==> config.mk <==
export PLATFORM = sky130hd
export DESIGN_NAME = uvs_out
export DESIGN_NICKNAME = d
export VERILOG_FILES = /design/src/rtl/uvs_pkg.sv /design/src/rtl/uvs_out.sv
export SDC_FILE = /design/constraint.sdc
export NUM_CORES = 1
export LEC_CHECK = 0
export BUFFER_PORTS_ARGS = -buffer_cell sky130_fd_sc_hd__buf_2
export CAP_MARGIN = 20
export CORE_MARGIN = 2
export CORE_UTILIZATION = 40
export CTS_CLUSTER_SIZE = 30
export DETAILED_ROUTE_END_ITERATION = 8
export PLACE_DENSITY = 0.69
export SKIP_CTS_REPAIR_TIMING = 1
export SYNTH_ARGS = -nofsm -noshare
export SYNTH_HDL_FRONTEND = slang
export SYNTH_SLANG_ARGS = --single-unit
==> constraint.sdc <==
create_clock -name i_clk -period 6.1 [get_ports i_clk]
set_input_delay 0.61 -clock i_clk [delete_from_list [all_inputs] [get_ports i_clk]]
set_output_delay 0.61 -clock i_clk [all_outputs]
set_load 0.02 [all_outputs]
==> src/rtl/uvs_pkg.sv <==
// Shared types, codes and constants of the UV sphere vertex and index generator.
`default_nettype none

package uvs_pkg;

    localparam int DIV_STAGES = 8;
    localparam int DIV_BITS   = 4;
    localparam int QUO_W      = DIV_STAGES * DIV_BITS + 1;

    localparam logic signed [33:0] GAIN_Q30 = 34'sd652032874;

    localparam logic [31:0] ATAN_TURNS [24] = '{
        32'h20000000, 32'h12E4051E, 32'h09FB385B, 32'h051111D4, 32'h028B0D43,
        32'h0145D7E1, 32'h00A2F61E, 32'h00517C55, 32'h0028BE53, 32'h00145F2F,
        32'h000A2F98, 32'h000517CC, 32'h00028BE6, 32'h000145F3, 32'h0000A2FA,
        32'h0000517D, 32'h000028BE, 32'h0000145F, 32'h00000A30, 32'h00000518,
        32'h0000028C, 32'h00000146, 32'h000000A3, 32'h00000051
    };

    localparam logic MODE_VERTEX = 1'b0;
    localparam logic MODE_QUAD   = 1'b1;

    localparam logic CFG_SLICE_COUNT = 1'b0;
    localparam logic CFG_STACK_COUNT = 1'b1;

    localparam logic [8:0] CFG_RESET   = 9'd16;
    localparam logic [2:0] LAST_CORNER = 3'd5;

    typedef struct packed {
        logic       mode;
        logic [7:0] stack_row;
        logic [8:0] slice_col;
    } t_req;

    typedef struct packed {
        logic signed [15:0] pos_x;
        logic signed [15:0] pos_y;
        logic signed [15:0] pos_z;
        logic signed [15:0] tan_x;
        logic signed [15:0] tan_z;
        logic [15:0]        tex_u;
        logic [15:0]        tex_v;
        logic [16:0]        vertex_index;
        logic               last;
        logic               bad_request;
    } t_res;

    typedef struct packed {
        logic        mode;
        logic        bad;
        logic [8:0]  a;
        logic [17:0] c;
        logic [17:0] d;
    } t_idx;

    typedef struct packed {
        t_idx               idx;
        logic signed [15:0] pos_x;
        logic signed [15:0] pos_y;
        logic signed [15:0] pos_z;
        logic signed [15:0] tan_x;
        logic signed [15:0] tan_z;
        logic [15:0]        tex_u;
        logic [15:0]        tex_v;
    } t_item;

endpackage

`default_nettype wire

==> src/rtl/uvs_out.sv <==
// Output register: one result for a vertex or bad request, six corners for a quad.
`default_nettype none

module uvs_out (
    input  wire logic          i_clk,
    input  wire logic          i_rst_n,
    input  wire logic          i_valid,
    input  wire uvs_pkg::t_item i_item,
    output logic               o_take,
    output logic               o_valid,
    input  wire logic          i_ready,
    output uvs_pkg::t_res      o_res
);

    logic           r_full;
    logic [2:0]     r_cnt;
    uvs_pkg::t_item r_item;

    logic           last_now;
    logic [8:0]     corner_a;
    logic [17:0]    corner_base;
    logic [17:0]    corner_sum;

    assign last_now = r_item.idx.bad || (r_item.idx.mode == uvs_pkg::MODE_VERTEX) ||
                      (r_cnt == uvs_pkg::LAST_CORNER);
    assign o_take   = !r_full || (i_ready && last_now);
    assign o_valid  = r_full;

    always_ff @(posedge i_clk) begin
        if (!i_rst_n) begin
            r_full <= 1'b0;
            r_cnt  <= '0;
        end else if (o_take) begin
            r_full <= i_valid;
            r_cnt  <= '0;
        end else if (i_ready) begin
            r_cnt <= r_cnt + 3'd1;
        end
    end

    always_ff @(posedge i_clk) begin
        if (o_take) begin
            r_item <= i_item;
        end
    end

    always_comb begin
        unique case (r_cnt)
            3'd0: begin corner_a = r_item.idx.a;        corner_base = r_item.idx.c; end
            3'd1: begin corner_a = r_item.idx.a + 9'd1; corner_base = r_item.idx.c; end
            3'd2: begin corner_a = r_item.idx.a;        corner_base = r_item.idx.d; end
            3'd3: begin corner_a = r_item.idx.a + 9'd1; corner_base = r_item.idx.c; end
            3'd4: begin corner_a = r_item.idx.a + 9'd1; corner_base = r_item.idx.d; end
            3'd5: begin corner_a = r_item.idx.a;        corner_base = r_item.idx.d; end
            default: begin corner_a = r_item.idx.a;     corner_base = r_item.idx.c; end
        endcase
    end

    assign corner_sum = {9'd0, corner_a} + corner_base;

    always_comb begin
        o_res = '0;
        if (r_item.idx.bad) begin
            o_res.last        = 1'b1;
            o_res.bad_request = 1'b1;
        end else if (r_item.idx.mode == uvs_pkg::MODE_VERTEX) begin
            o_res.pos_x = r_item.pos_x;
            o_res.pos_y = r_item.pos_y;
            o_res.pos_z = r_item.pos_z;
            o_res.tan_x = r_item.tan_x;
            o_res.tan_z = r_item.tan_z;
            o_res.tex_u = r_item.tex_u;
            o_res.tex_v = r_item.tex_v;
            o_res.last  = 1'b1;
        end else begin
            o_res.vertex_index = corner_sum[16:0];
            o_res.last         = (r_cnt == uvs_pkg::LAST_CORNER);
        end
    end

    a_cnt_quad: assert property (@(posedge i_clk) disable iff (!i_rst_n)
        (r_cnt != 3'd0) |-> (r_full && r_item.idx.mode == uvs_pkg::MODE_QUAD &&
                             !r_item.idx.bad))
        else $error("corner count runs on an item that is not a good quad");

    a_cnt_range: assert property (@(posedge i_clk) disable iff (!i_rst_n)
        r_cnt <= uvs_pkg::LAST_CORNER)
        else $error("corner count past last corner");

    a_last_clears: assert property (@(posedge i_clk) disable iff (!i_rst_n)
        (o_valid && i_ready && o_res.last) |=> (r_cnt == 3'd0))
        else $error("corner count not cleared after last result");

endmodule

`default_nettype wire

==> results.json <==
{
  "vias": 4696,
  "initial_utilization": 0.412,
  "layout-drive-gt1-share": 0.458,
  "synth_top_area_frac": 0.688,
  "final.fill_count": 1377,
  "gr-usage-met2": 0.326,
  "antenna_found_initial": 4,
  "multi_input_combinational_cell_area_sq_um": 1950,
  "grt_first_pass_wirelength_mm": 25.7,
  "slew_headroom": 0.419,
  "ant_nets": 0,
  "use_met3": 0.0815,
  "clock_path_buffers": 2,
  "final_cell_count_no_fill": 991,
  "die_w_um": 135,
  "final.period_utilization": 0.838,
  "setup_violations": 0,
  "route.detailed.drc": 0,
  "clk_pin_slew_ps": 70,
  "antenna-diode-count": 0,
  "rsz_0062_raised_after_global_routing": "false",
  "timing.critical_path.fanout_max": 26,
  "synthesis.nets": 640,
  "clk_latency_ps": 420,
  "ys_top_cells_by_count": "157 x sky130_fd_sc_hd__edfxtp_1, 115 x sky130_fd_sc_hd__and2_1, 20 x sky130_fd_sc_hd__nand2_1",
  "timing_worst_slew_pin_value_ps": 869,
  "cts-root-buf": "sky130_fd_sc_hd__clkbuf_16",
  "vias_in_the_first_global_route": 4915,
  "grt.overflow.total": 0,
  "grt.total_usage": 0.187,
  "final-max-slew-violation-count": 0,
  "ys_dominant_reg_cell": "sky130_fd_sc_hd__edfxtp_1",
  "dp.final_hpwl_mm": 12.3,
  "drtIter0Drc": 220,
  "finalWirelength_mm": 16.8,
  "timing.final.hold_violations": 0,
  "criticalPathCategory": "flip-flop to output port",
  "total_power_uw": 2770,
  "crit_path_end_kind": "output port",
  "netlist_top_cells_area": "sky130_fd_sc_hd__edfxtp_1 69%, sky130_fd_sc_hd__and2_1 11%, sky130_fd_sc_hd__ha_1 2.9%, sky130_fd_sc_hd__mux2_2 2.6%, sky130_fd_sc_hd__mux2i_1 1.5%",
  "clock_sinks": 161,
  "core-area_sq_um": 16600,
  "post_synth_num_cell_types": 41,
  "port_buffers": 293,
  "vdd_drop_max_v": 0.000290,
  "static-leakage-power_uw": 0.00411,
  "numCtsBuffers": 17,
  "period_minus_slack_ps": 5110,
  "gp_congestion": 0.877,
  "pin_count_of_the_biggest_net_entering_global_routing": 113,
  "detail_route.wl_per_cell_um": 17.0,
  "layout-area-overhead-vs-synth_pct": 33.8,
  "synthMostInstantiatedCell": "sky130_fd_sc_hd__edfxtp_1",
  "hp-class": "input pin to flip-flop",
  "worst_setup_path_start_kind": "flip-flop",
  "num-nets-final": 938,
  "die-height_um": 135,
  "floorplan.io_pins": 296,
  "floorplan.rows": 47,
  "arrival_time_at_the_worst_endpoint_ps": 4500,
  "outcome": "finished, final reports clean",
  "synthesis.instances": 460,
  "synth-edff-count": 157,
  "detailedRoute.firstPassIterationCount": 5,
  "fmax_mhz": 196,
  "synthArstFlopShare": 0,
  "cts_tree": "yes",
  "seq_area_frac_synth": 0.700,
  "die_area_sq_um": 18200,
  "final.setup_skew_ps": 9.78,
  "synthDominantAreaCellType": "sky130_fd_sc_hd__edfxtp_1",
  "maximum_capacitance_violations": 0,
  "globalRouteMet1Util": 0.199,
  "pwr_dens_nw_per_um2": 302,
  "fin_setup_tns_ps": 0,
  "dp_cells": 958,
  "vias_per_cell": 4.74,
  "avg_cell_area_syn_sq_um": 14.9,
  "cts-htree-levels": 4,
  "seq_cell_area_sq_um": 4790,
  "synth_area_sq_um": 6850,
  "timing.critical_path.required_ps": 5490,
  "ys_ff_latch": 161,
  "whs_ps": 354,
  "synthesis.yosys.warnings": 0,
  "global_route.peak_usage_layer": "met2"
}
-- area by class of cell --
type / instances / area share
multi-input cells: 272 / 0.212
clock buffers: 18 / 0.0468
clock inverters: 14 / 0.0184
flip-flops and latches: 161 / 0.523
repair buffers: 296 / 0.165
well taps: 220 / 0.0300
inverters: 10 / 0.00464
-- per-layer routing --
metal,share of wire,routed length (um)
met5,0.0024,41
met2,0.52,8710
met3,0.093,1570
met1,0.36,6030
met4,0.029,488
-- cells by family (layout without fill, tap and decap cells) --
family,after synthesis,count (layout),synth area share
adders and majority gates,17,17,0.0321
xor gates and xnor gates,14,14,0.0179
and+or+nand+nor,178,178,0.152
DFF,161,161,0.700
muxes,26,26,0.0409
buffers and inverters,27,338,0.0170
AOI/OAI and AO/OA,37,37,0.0400
-- cell usage in the layout, fill, tap and decap left out, drive strengths merged, types with 10 or more instances in the layout --
| master | instances |
|---|---|
| nor2 | 13 |
| buf | 296 |
| and2 | 115 |
| mux2 | 16 |
| mux2i | 10 |
| a21oi | 13 |
| nand2 | 20 |
| inv | 18 |
| ha | 16 |
| edfxtp | 157 |
| clkbuf | 18 |
-- flip-flops by register name, indices dropped and copies added, names as in the netlist --
register	cells
r_cnt	3
r_item	157
o_valid	1
-- where the power goes --
part           total [uW]  internal (uW)  switching [uW]
clock network        1070            587             487
logic                 361            142             219
registers            1340           1310            26.5
total                2770           2040             732
-- final timing paths --
check / from / end / slack, ps / depth (start not counted)
setup / recovery: r_cnt[0] / o_res[16] / 990 / 14
hold / removal: i_item[84] / r_item[84] / 350 / 1
setup reg to reg: r_item[157] / r_item[18] / 2720 / 6
hold reg to reg: r_cnt[2] / r_cnt[2] / 540 / 2
-- critical path, stage by stage (launching register included) --
cell                       delay [ps]
sky130_fd_sc_hd__dfxtp_1          420
sky130_fd_sc_hd__inv_1            100
sky130_fd_sc_hd__ha_1             220
sky130_fd_sc_hd__o21a_1           200
sky130_fd_sc_hd__a21oi_4          620
sky130_fd_sc_hd__mux2_2           290
sky130_fd_sc_hd__ha_1             170
sky130_fd_sc_hd__inv_1             60
sky130_fd_sc_hd__fa_1             370
sky130_fd_sc_hd__nand2b_1         190
sky130_fd_sc_hd__a21oi_1          280
sky130_fd_sc_hd__o211ai_1         310
sky130_fd_sc_hd__a211oi_1         390
sky130_fd_sc_hd__mux2i_1          250
sky130_fd_sc_hd__buf_2            190
-- per-stage QoR --
step / utilization / worst slack, ps / cell area (sq um)
floorplan: - / 1370 / 6850
global placement: 0.513 / 1630 / 8540
detailed placement: 0.513 / 1500 / 8540
CTS: 0.549 / 995 / 9140
global route: 0.551 / 681 / 9170
finish: 0.551 / 989 / 9170
Note: power is estimated with default switching activity, not from simulation.
