==> config.mk <==
export PLATFORM = sky130hd
export DESIGN_NAME = uvs_div
export DESIGN_NICKNAME = d
export VERILOG_FILES = /design/src/rtl/uvs_pkg.sv /design/src/rtl/uvs_div.sv
export SDC_FILE = /design/constraint.sdc
export NUM_CORES = 1
export LEC_CHECK = 0
export BUFFER_PORTS_ARGS = -buffer_cell sky130_fd_sc_hd__buf_4
export CAP_MARGIN = 10
export CORE_MARGIN = 5
export CORE_UTILIZATION = 55
export DETAILED_ROUTE_END_ITERATION = 6
export PLACE_DENSITY_LB_ADDON = 0.08
export RECOVER_POWER = 100
export SYNTH_ARGS = -nofsm -noshare
export SYNTH_HDL_FRONTEND = slang
export SYNTH_SLANG_ARGS = --single-unit
==> constraint.sdc <==
create_clock -name i_clk -period 28.6 [get_ports i_clk]
set_input_delay 0 -clock i_clk [delete_from_list [all_inputs] [get_ports i_clk]]
set_output_delay 0 -clock i_clk [all_outputs]
set_load 0.05 [all_outputs]
==> src/rtl/uvs_pkg.sv <==
// Shared types, codes and constants of the UV sphere vertex and index generator.
`default_nettype none

package uvs_pkg;

    localparam int DIV_STAGES = 8;
    localparam int DIV_BITS   = 4;
    localparam int QUO_W      = DIV_STAGES * DIV_BITS + 1;

    localparam logic signed [33:0] GAIN_Q30 = 34'sd652032874;

    localparam logic [31:0] ATAN_TURNS [24] = '{
        32'h20000000, 32'h12E4051E, 32'h09FB385B, 32'h051111D4, 32'h028B0D43,
        32'h0145D7E1, 32'h00A2F61E, 32'h00517C55, 32'h0028BE53, 32'h00145F2F,
        32'h000A2F98, 32'h000517CC, 32'h00028BE6, 32'h000145F3, 32'h0000A2FA,
        32'h0000517D, 32'h000028BE, 32'h0000145F, 32'h00000A30, 32'h00000518,
        32'h0000028C, 32'h00000146, 32'h000000A3, 32'h00000051
    };

    localparam logic MODE_VERTEX = 1'b0;
    localparam logic MODE_QUAD   = 1'b1;

    localparam logic CFG_SLICE_COUNT = 1'b0;
    localparam logic CFG_STACK_COUNT = 1'b1;

    localparam logic [8:0] CFG_RESET   = 9'd16;
    localparam logic [2:0] LAST_CORNER = 3'd5;

    typedef struct packed {
        logic       mode;
        logic [7:0] stack_row;
        logic [8:0] slice_col;
    } t_req;

    typedef struct packed {
        logic signed [15:0] pos_x;
        logic signed [15:0] pos_y;
        logic signed [15:0] pos_z;
        logic signed [15:0] tan_x;
        logic signed [15:0] tan_z;
        logic [15:0]        tex_u;
        logic [15:0]        tex_v;
        logic [16:0]        vertex_index;
        logic               last;
        logic               bad_request;
    } t_res;

    typedef struct packed {
        logic        mode;
        logic        bad;
        logic [8:0]  a;
        logic [17:0] c;
        logic [17:0] d;
    } t_idx;

    typedef struct packed {
        t_idx               idx;
        logic signed [15:0] pos_x;
        logic signed [15:0] pos_y;
        logic signed [15:0] pos_z;
        logic signed [15:0] tan_x;
        logic signed [15:0] tan_z;
        logic [15:0]        tex_u;
        logic [15:0]        tex_v;
    } t_item;

endpackage

`default_nettype wire

==> src/rtl/uvs_div.sv <==
// Pipelined restoring divider: (num << 32) / den, four quotient bits per stage, plus the integer bit in the first.
`default_nettype none

module uvs_div (
    input  wire logic                      i_clk,
    input  wire logic                      i_en,
    input  wire logic [8:0]                i_num,
    input  wire logic [8:0]                i_den,
    output logic      [uvs_pkg::QUO_W-1:0] o_quo
);

    logic [8:0]                r_rem [uvs_pkg::DIV_STAGES];
    logic [8:0]                r_den [uvs_pkg::DIV_STAGES];
    logic [uvs_pkg::QUO_W-1:0] r_quo [uvs_pkg::DIV_STAGES];

    for (genvar g = 0; g < uvs_pkg::DIV_STAGES; g++) begin : g_stage
        logic [8:0]                rem_in;
        logic [8:0]                den_in;
        logic [uvs_pkg::QUO_W-1:0] quo_in;
        logic [8:0]                n_rem;
        logic [uvs_pkg::QUO_W-1:0] n_quo;

        if (g == 0) begin : g_first
            logic ge_top;
            assign ge_top = (i_num >= i_den);
            assign den_in = i_den;
            assign rem_in = ge_top ? (i_num - i_den) : i_num;
            assign quo_in = {{(uvs_pkg::QUO_W-1){1'b0}}, ge_top};
        end else begin : g_next
            assign den_in = r_den[g-1];
            assign rem_in = r_rem[g-1];
            assign quo_in = r_quo[g-1];
        end

        always_comb begin
            logic [9:0] rem2;
            logic       ge;
            n_rem = rem_in;
            n_quo = quo_in;
            for (int b = 0; b < uvs_pkg::DIV_BITS; b++) begin
                rem2  = {n_rem, 1'b0};
                ge    = (rem2 >= {1'b0, den_in});
                n_rem = ge ? 9'(rem2 - {1'b0, den_in}) : rem2[8:0];
                n_quo = {n_quo[uvs_pkg::QUO_W-2:0], ge};
            end
        end

        always_ff @(posedge i_clk) begin
            if (i_en) begin
                r_rem[g] <= n_rem;
                r_den[g] <= den_in;
                r_quo[g] <= n_quo;
            end
        end
    end

    assign o_quo = r_quo[uvs_pkg::DIV_STAGES-1];

endmodule

`default_nettype wire

==> results of run 1 <==
==> flip-flops by register name (all words and copies together), names as in the netlist <==
name / cells
r_rem: 63
r_quo: 152
r_den: 63
==> worst max-delay path, delay by kind of cell <==
kind | cells | cell delay [ns]
compound gates | 21 | 4.73
fa+ha+maj | 5 | 1.63
buf+inv | 6 | 2.00
mux | 2 | 0.68
simple gates | 13 | 3.80
==> cells in the mapped netlist (20+ instances only) <==
cell / count
mux2_2: 120
xor2_1: 77
nand2b_1: 25
nand4_1: 28
a21oi_1: 200
clkbuf_1: 25
mux2i_1: 22
and2_1: 20
o31ai_1: 20
nor2b_1: 35
o21bai_1: 43
a21o_1: 97
nor2_1: 146
nand2_1: 128
o21a_1: 27
inv_1: 141
ha_1: 272
o21ai_0: 135
xnor2_1: 111
edfxtp_1: 278
nor3_1: 33
==> layer usage <==
metal  share of wire (%)  global-route usage (%)  up-vias
li1                    -                       -     8398
met1                  47                    29.8     7904
met2                  46                    36.8      311
met3                 4.0                    3.51       87
met4                 2.8                    6.82        0
met5                   0                       0        -
==> path summary, 6_finish.rpt <==
path         slack (ns)             to  cells past startpoint         start
min reg2reg        0.41  r_quo[1][126]                      0  r_quo[1][89]
min                0.22    r_den[0][6]                      2      i_den[6]
max reg2reg       17.14    r_rem[6][8]                     34   r_den[5][0]
max               15.99    r_rem[0][2]                     47      i_den[1]
==> metrics by stage <==
| stage | setup slack, ns | hold WS (ns) |
|---|---|---|
| 6_report | 15.99 | 0.216 |
| 5_1_grt | 14.77 | 0.203 |
| 4_1_cts | 17.39 | 0.164 |
| 3_5_place_dp | 17.45 | 0.190 |
| 3_3_place_gp | 17.65 | 0.189 |
| 2_1_floorplan | 18.55 | 0.0989 |
==> area by class of cell <==
| cell class | instances | area [um^2] |
|---|---|---|
| Clock buffer | 42 | 902 |
| Clock inverter | 19 | 243 |
| Fill cell | 3474 | 16200 |
| Inverter | 147 | 559 |
| Multi-Input combinational cell | 1759 | 13400 |
| Sequential cell | 278 | 8350 |
| Tap cell | 532 | 666 |
| Timing Repair Buffer | 69 | 382 |
==> kinds of logic (layout without fill, tap and decap cells) <==
kind of cell	after synthesis	in the layout
AO/OA/AOI/OAI	640	640
XOR/XNOR	188	188
adder cells (fa/ha/maj)	281	281
buffers and inverters	181	277
flip-flops	278	278
multiplexers	146	146
AND/OR/NAND/NOR	504	504
==> reports/metrics.yaml, run 1 <==
timing:
  max_freq_mhz: 79.3
  hold_viol: 0
  finClkSkew_ns: 0.0166
  post-route-period-util_pct: 44.1
  min_period_ns: 12.61
  finalSetupViolCount: 0
  finalSetupTns_ns: 0
  drv_slew: 285
  rsz0062_at_grt: "false"
  worst_pin_slew_ns: 4.34
  slew_headroom_pct: -189
setup_path:
  end_kind: "register"
  start_kind: "primary input"
  cp_data_required_time_ns: 28.87
  cpMaxStageDelayCell: "nor3b_1"
  path_max_fanout: 24
  slowest_delay_ns: 0.77
  cp.arrival_ns: 12.88
  crit_type: "in2reg"
cts:
  cts_resized: 0
  postCtsSetupBuffers: 0
  numCtsBuffers: 34
  clkLatencyLatePin_ns: 0.53
  cts_sinks: 278
  root_buffer: "clkbuf_16"
  cts.clk_slew.worst_paths_ns: 0.06
  h-tree-depth: 2
  cts_tree: "done"
  cts_hold_buffers: 10
  clock_path_buffers: 3
synth:
  async_reset_ff_share_pct: 0
  synth_top_cell_area_share_pct: 37.2
  synth.top_cells.by_area: "edfxtp_1, ha_1, mux2_2, a21oi_1, xnor2_1"
  syn_area_per_cell_um2: 10.1
  synth-xor-area-share_pct: 7.33
  synth_top_family_by_area: "compound AO/OA/AOI/OAI gates"
  yosysUniqueCellTypes: 84
  ys_seq_area_share_pct: 37.2
  synth_compound_area_share_pct: 18.2
  netlist_instances: 2218
  netlist_area_um2: 22500
  synth_fp_nets: 2519
  synthMuxAreaShare_pct: 7.21
  synth_top_area_cell: "edfxtp_1"
  ys_ff_latch: 278
  ys_warn_count: 0
  synth_simple_gate_area_share_pct: 11.0
  synth_adder_area_share_pct: 16.0
  synth_edf_count: 278
  synth_flop_cell: "edfxtp_1"
cells_and_area:
  mostFrequentLayoutCell: "edfxtp_1"
  drive_gt1_share_pct: 8.64
  most-common-layout-cells: "edfxtp_1, ha_1, a21oi_1"
  n_antenna_cell: 0
  syn2layout_area_growth_pct: 8.86
  final_cells: 2846
  finalInstanceArea_um2: 24500
  post-route-util_pct: 60.2
  finalNetCount: 2590
route:
  vias: 16700
  vias_per_cell: 5.87
  dr.pass1.iters: 6
  drc: 0
  postRouteAntennaNets: 0
  drt-wirelength-per-cell_um: 17.5
  drt_iter0_markers: 921
  wl_um: 49800
floorplanning:
  coreArea_um2: 40600
  fp.dieArea_um2: 45000
  initial_core_util_pct: 55.3
  die_h_um: 212
  die_w_um: 212
  core.rowCount: 74
  io_pins: 53
grt:
  antenna_found_initial: 0
  grt.total_usage_pct: 22.1
  grt_pass1_vias: 16500
  grt_pass1_wl_um: 81800
  gr-total-overflow: 0
  grt_max_degree: 82
place:
  place_area_um2: 23400
  hpwl_um: 38300
  io_buffers: 52
  place_inst: 2775
  finalWeightedCongestion: 0.897
outcome:
  failed_checks: "capacitance limit, slew limit"
  status: "finished with violations"
hold_path:
  hp-class: "in2reg"
run:
  maxCapViolations: 4
Power of run 1 is not shown: default switching activity piles up to over one toggle a cycle in this logic, so the estimate is an artifact.
==> run 2, diff against run 1 <==
Clock period 28.6 ns to 12.8 ns, I/O delays scaled along.
==> reports/metrics.yaml, run 2 (synthesis results as in run 1) <==
timing:
  worst_slack_ns: 1.30
  drv_slew: 283
  worst_pin_slew_ns: 6.62
  finalSetupTns_ns: 0
  slew_headroom_pct: -342
  post-route-period-util_pct: 89.9
  rsz0062_at_grt: "false"
  min_period_ns: 11.50
  hold_viol: 0
  max_freq_mhz: 86.9
  finClkSkew_ns: 0.0192
  finalSetupViolCount: 0
cells_and_area:
  top_regs: "r_quo (152), r_den (63), r_rem (63)"
  post-route-util_pct: 59.9
  syn2layout_area_growth_pct: 8.42
  finalNetCount: 2585
  n_antenna_cell: 0
  fillers: 3474
  largest_reg_flops: 152
  regArea_um2: 8350
  drive_gt1_share_pct: 8.83
  multi_input_area_um2: 13400
  mostFrequentLayoutCell: "edfxtp_1"
  most-common-layout-cells: "edfxtp_1, ha_1, a21oi_1"
  top_register: "r_quo"
cts:
  clkLatencyLatePin_ns: 0.58
  numCtsBuffers: 31
  clock_path_buffers: 3
  cts_tree: "done"
  cts_sinks: 278
  h-tree-depth: 1
  root_buffer: "clkbuf_16"
  cts.clk_slew.worst_paths_ns: 0.06
grt:
  grt_pass1_vias: 16200
  grt_pass1_wl_um: 80700
  antenna_found_initial: 0
  gr-total-overflow: 0
  grt_max_degree: 128
  grt.total_usage_pct: 21.6
setup_path:
  crit_type: "in2reg"
  slowest_delay_ns: 0.55
  end_kind: "register"
  cpMaxStageDelayCell: "dlygate4sd3_1"
  path_max_fanout: 24
  cp.arrival_ns: 11.81
  start_kind: "primary input"
  cp_data_required_time_ns: 13.11
floorplanning:
  die_h_um: 212
  io_pins: 53
  initial_core_util_pct: 55.3
  core.rowCount: 74
  coreArea_um2: 40600
  fp.dieArea_um2: 45000
  die_w_um: 212
route:
  dr.pass1.iters: 5
  route.met3.wl_um: 2060
  vias: 16700
  met2WireLength_um: 22800
  drc: 0
  vias_per_cell: 5.86
  postRouteAntennaNets: 0
  wl_um: 49300
  drt-wirelength-per-cell_um: 17.3
  top_layer_used: "met4"
  wl_met1_um: 23100
  drt_iter0_markers: 951
hold_path:
  hp-class: "in2reg"
place:
  hpwl_um: 38000
  finalWeightedCongestion: 0.907
  pre_cts_slack_ns: 1.63
  io_buffers: 52
run:
  maxCapViolations: 3
outcome:
  status: "finished with violations"
  failed_checks: "capacitance limit, slew limit"
## run 2: through the flow
stage	hold WS (ns)	area, um^2	cells
floorplan	0.0989	22500	2218
global placement	0.189	23400	2774
detailed placement	0.189	23400	2774
CTS	0.0461	24600	2841
global route	0.174	24400	2841
finish	0.179	24400	2841
## run 2: repair_timing
action | CTS | global route
setup buffers | 0 | 0
resized for setup | 0 | 0
hold endpoints to repair | 10 | 0
hold buffers | 9 | 0
## run 2: layout make-up
type	count	area share, %
inverter	147	2.30
sequential	278	34.3
clock buffer	35	3.25
timing repair buffer	67	1.48
multi-input combinational	1759	54.9
tap	532	2.73
clock inverter	23	1.10
## run 2: critical path: cells and delay by family
kind | cells | cell delay [ns]
adders and majority gates | 5 | 1.60
AOI/OAI and AO/OA | 21 | 4.52
buffers and inverters | 6 | 1.93
muxes | 2 | 0.65
and+or+nand+nor | 13 | 3.08
## run 2: path summary, 6_finish.rpt
| check | startpoint | cells after the start | endpoint | slack, ns |
|---|---|---|---|---|
| hold reg to reg | r_quo[1][11] | 0 | r_quo[1][48] | 0.41 |
| setup reg to reg | r_den[5][0] | 34 | r_rem[6][7] | 1.42 |
| hold / removal | i_den[6] | 2 | r_den[0][6] | 0.18 |
| setup / recovery | i_den[1] | 47 | r_rem[0][2] | 1.30 |
## run 2: per-layer routing
layer | GRT usage (%) | vias up
li1 | - | 8385
met1 | 30.1 | 7859
met2 | 36.2 | 332
met3 | 2.27 | 79
met4 | 6.18 | 0
met5 | 0 | -
Power of run 2 is left out for the same reason.
==> run 3, diff against run 2 <==
Settings changed: HOLD_SLACK_MARGIN from default to 0.06, PLACE_DENSITY from default to 0.71, PLACE_DENSITY_LB_ADDON 0.08 to default.
==> reports/metrics.yaml, run 3 (synthesis results as in run 1) <==
grt:
  grt_pass1_vias: 16400
  grt.total_usage_pct: 21.8
  antenna_found_initial: 0
  grt_pass1_wl_um: 81500
  grt_max_degree: 121
  gr-total-overflow: 0
hold_path:
  hp-class: "in2reg"
timing:
  drv_slew: 298
  finalSetupViolCount: 0
  hold_viol: 0
  max_freq_mhz: 87.5
  rsz0062_at_grt: "false"
  slew_headroom_pct: -348
  worst_pin_slew_ns: 6.72
  finClkSkew_ns: 0.0143
  min_period_ns: 11.43
  finalSetupTns_ns: 0
  post-route-period-util_pct: 89.3
setup_path:
  cpMaxStageDelayCell: "clkbuf_1"
  path_max_fanout: 24
  path_delay_family: "compound AO/OA/AOI/OAI gates"
  crit_type: "in2reg"
  slowest_delay_ns: 0.62
  start_kind: "primary input"
  path_buf_inv: 5
  end_kind: "register"
  cp_data_required_time_ns: 13.20
  cp.arrival_ns: 11.83
run:
  maxCapViolations: 4
cts:
  numCtsBuffers: 30
  clock_path_buffers: 3
  cts_sinks: 278
  h-tree-depth: 1
  clkLatencyLatePin_ns: 0.57
  cts_resized: 0
  cts.clk_slew.worst_paths_ns: 0.06
  cts_tree: "done"
  root_buffer: "clkbuf_16"
place:
  hpwl_um: 37900
  io_buffers: 52
  finalWeightedCongestion: 0.908
cells_and_area:
  most-common-layout-cells: "edfxtp_1, ha_1, a21oi_1"
  top_register: "r_quo"
  syn2layout_area_growth_pct: 7.73
  finalNetCount: 2582
  n_antenna_cell: 0
  drive_gt1_share_pct: 8.51
  top_regs: "r_quo (152), r_den (63), r_rem (63)"
  largest_reg_flops: 152
  mostFrequentLayoutCell: "edfxtp_1"
route:
  dr.pass1.iters: 7
  postRouteAntennaNets: 0
  drt_iter0_markers: 1047
  vias_per_cell: 5.92
  vias: 16800
  wl_um: 49800
  drc: 0
  drt-wirelength-per-cell_um: 17.6
floorplanning:
  io_pins: 53
  core.rowCount: 74
  fp.dieArea_um2: 45000
  die_w_um: 212
  coreArea_um2: 40600
  die_h_um: 212
  initial_core_util_pct: 55.3
outcome:
  failed_checks: "capacitance limit, slew limit"
  status: "finished with violations"
## run 3: routing by layer
layer / wire length (um) / GRT usage [%] / vias to the layer above
li1: - / - / 8395
met1: 22500 / 29.0 / 7958
met2: 24000 / 38.1 / 345
met3: 2110 / 2.05 / 94
met4: 1300 / 6.24 / 0
met5: 0 / 0 / -
## run 3: what timing repair did
action	4_1_cts	5_1_grt
buffers inserted	0	0
hold buffers	10	0
endpoints found under the hold margin	25	0
## run 3: metrics by stage
stage               area, um^2  hold slack (ns)  std cells  setup WS, ns  utilization (%)
finish                   24200            0.182       2836          1.37             59.5
global route             24200            0.172       2836         0.327             59.5
CTS                      24400            0.132       2836          1.69             60.1
detailed placement       23400            0.190       2771          1.67             57.6
global placement         23400            0.187       2771          1.92             57.6
floorplan                22500           0.0989       2218          2.75                -
## run 3: cell type report
cell class	count	area, um^2
multi-input cells	1759	13400
flip-flops and latches	278	8350
well taps	532	666
clock buffers	36	773
fillers	3404	16400
inverters	147	559
repair buffers	65	353
clock inverters	19	133
## run 3: final timing paths
path | from | endpoint | slack, ns | cells past startpoint
worst max-delay path | i_den[0] | r_rem[0][2] | 1.37 | 47
worst min-delay path | i_den[3] | r_den[0][3] | 0.18 | 2
worst max register to register | r_den[5][0] | r_rem[6][2] | 1.66 | 34
worst min register to register | r_quo[1][77] | r_quo[1][114] | 0.41 | 0
Power of run 3 is left out for the same reason.
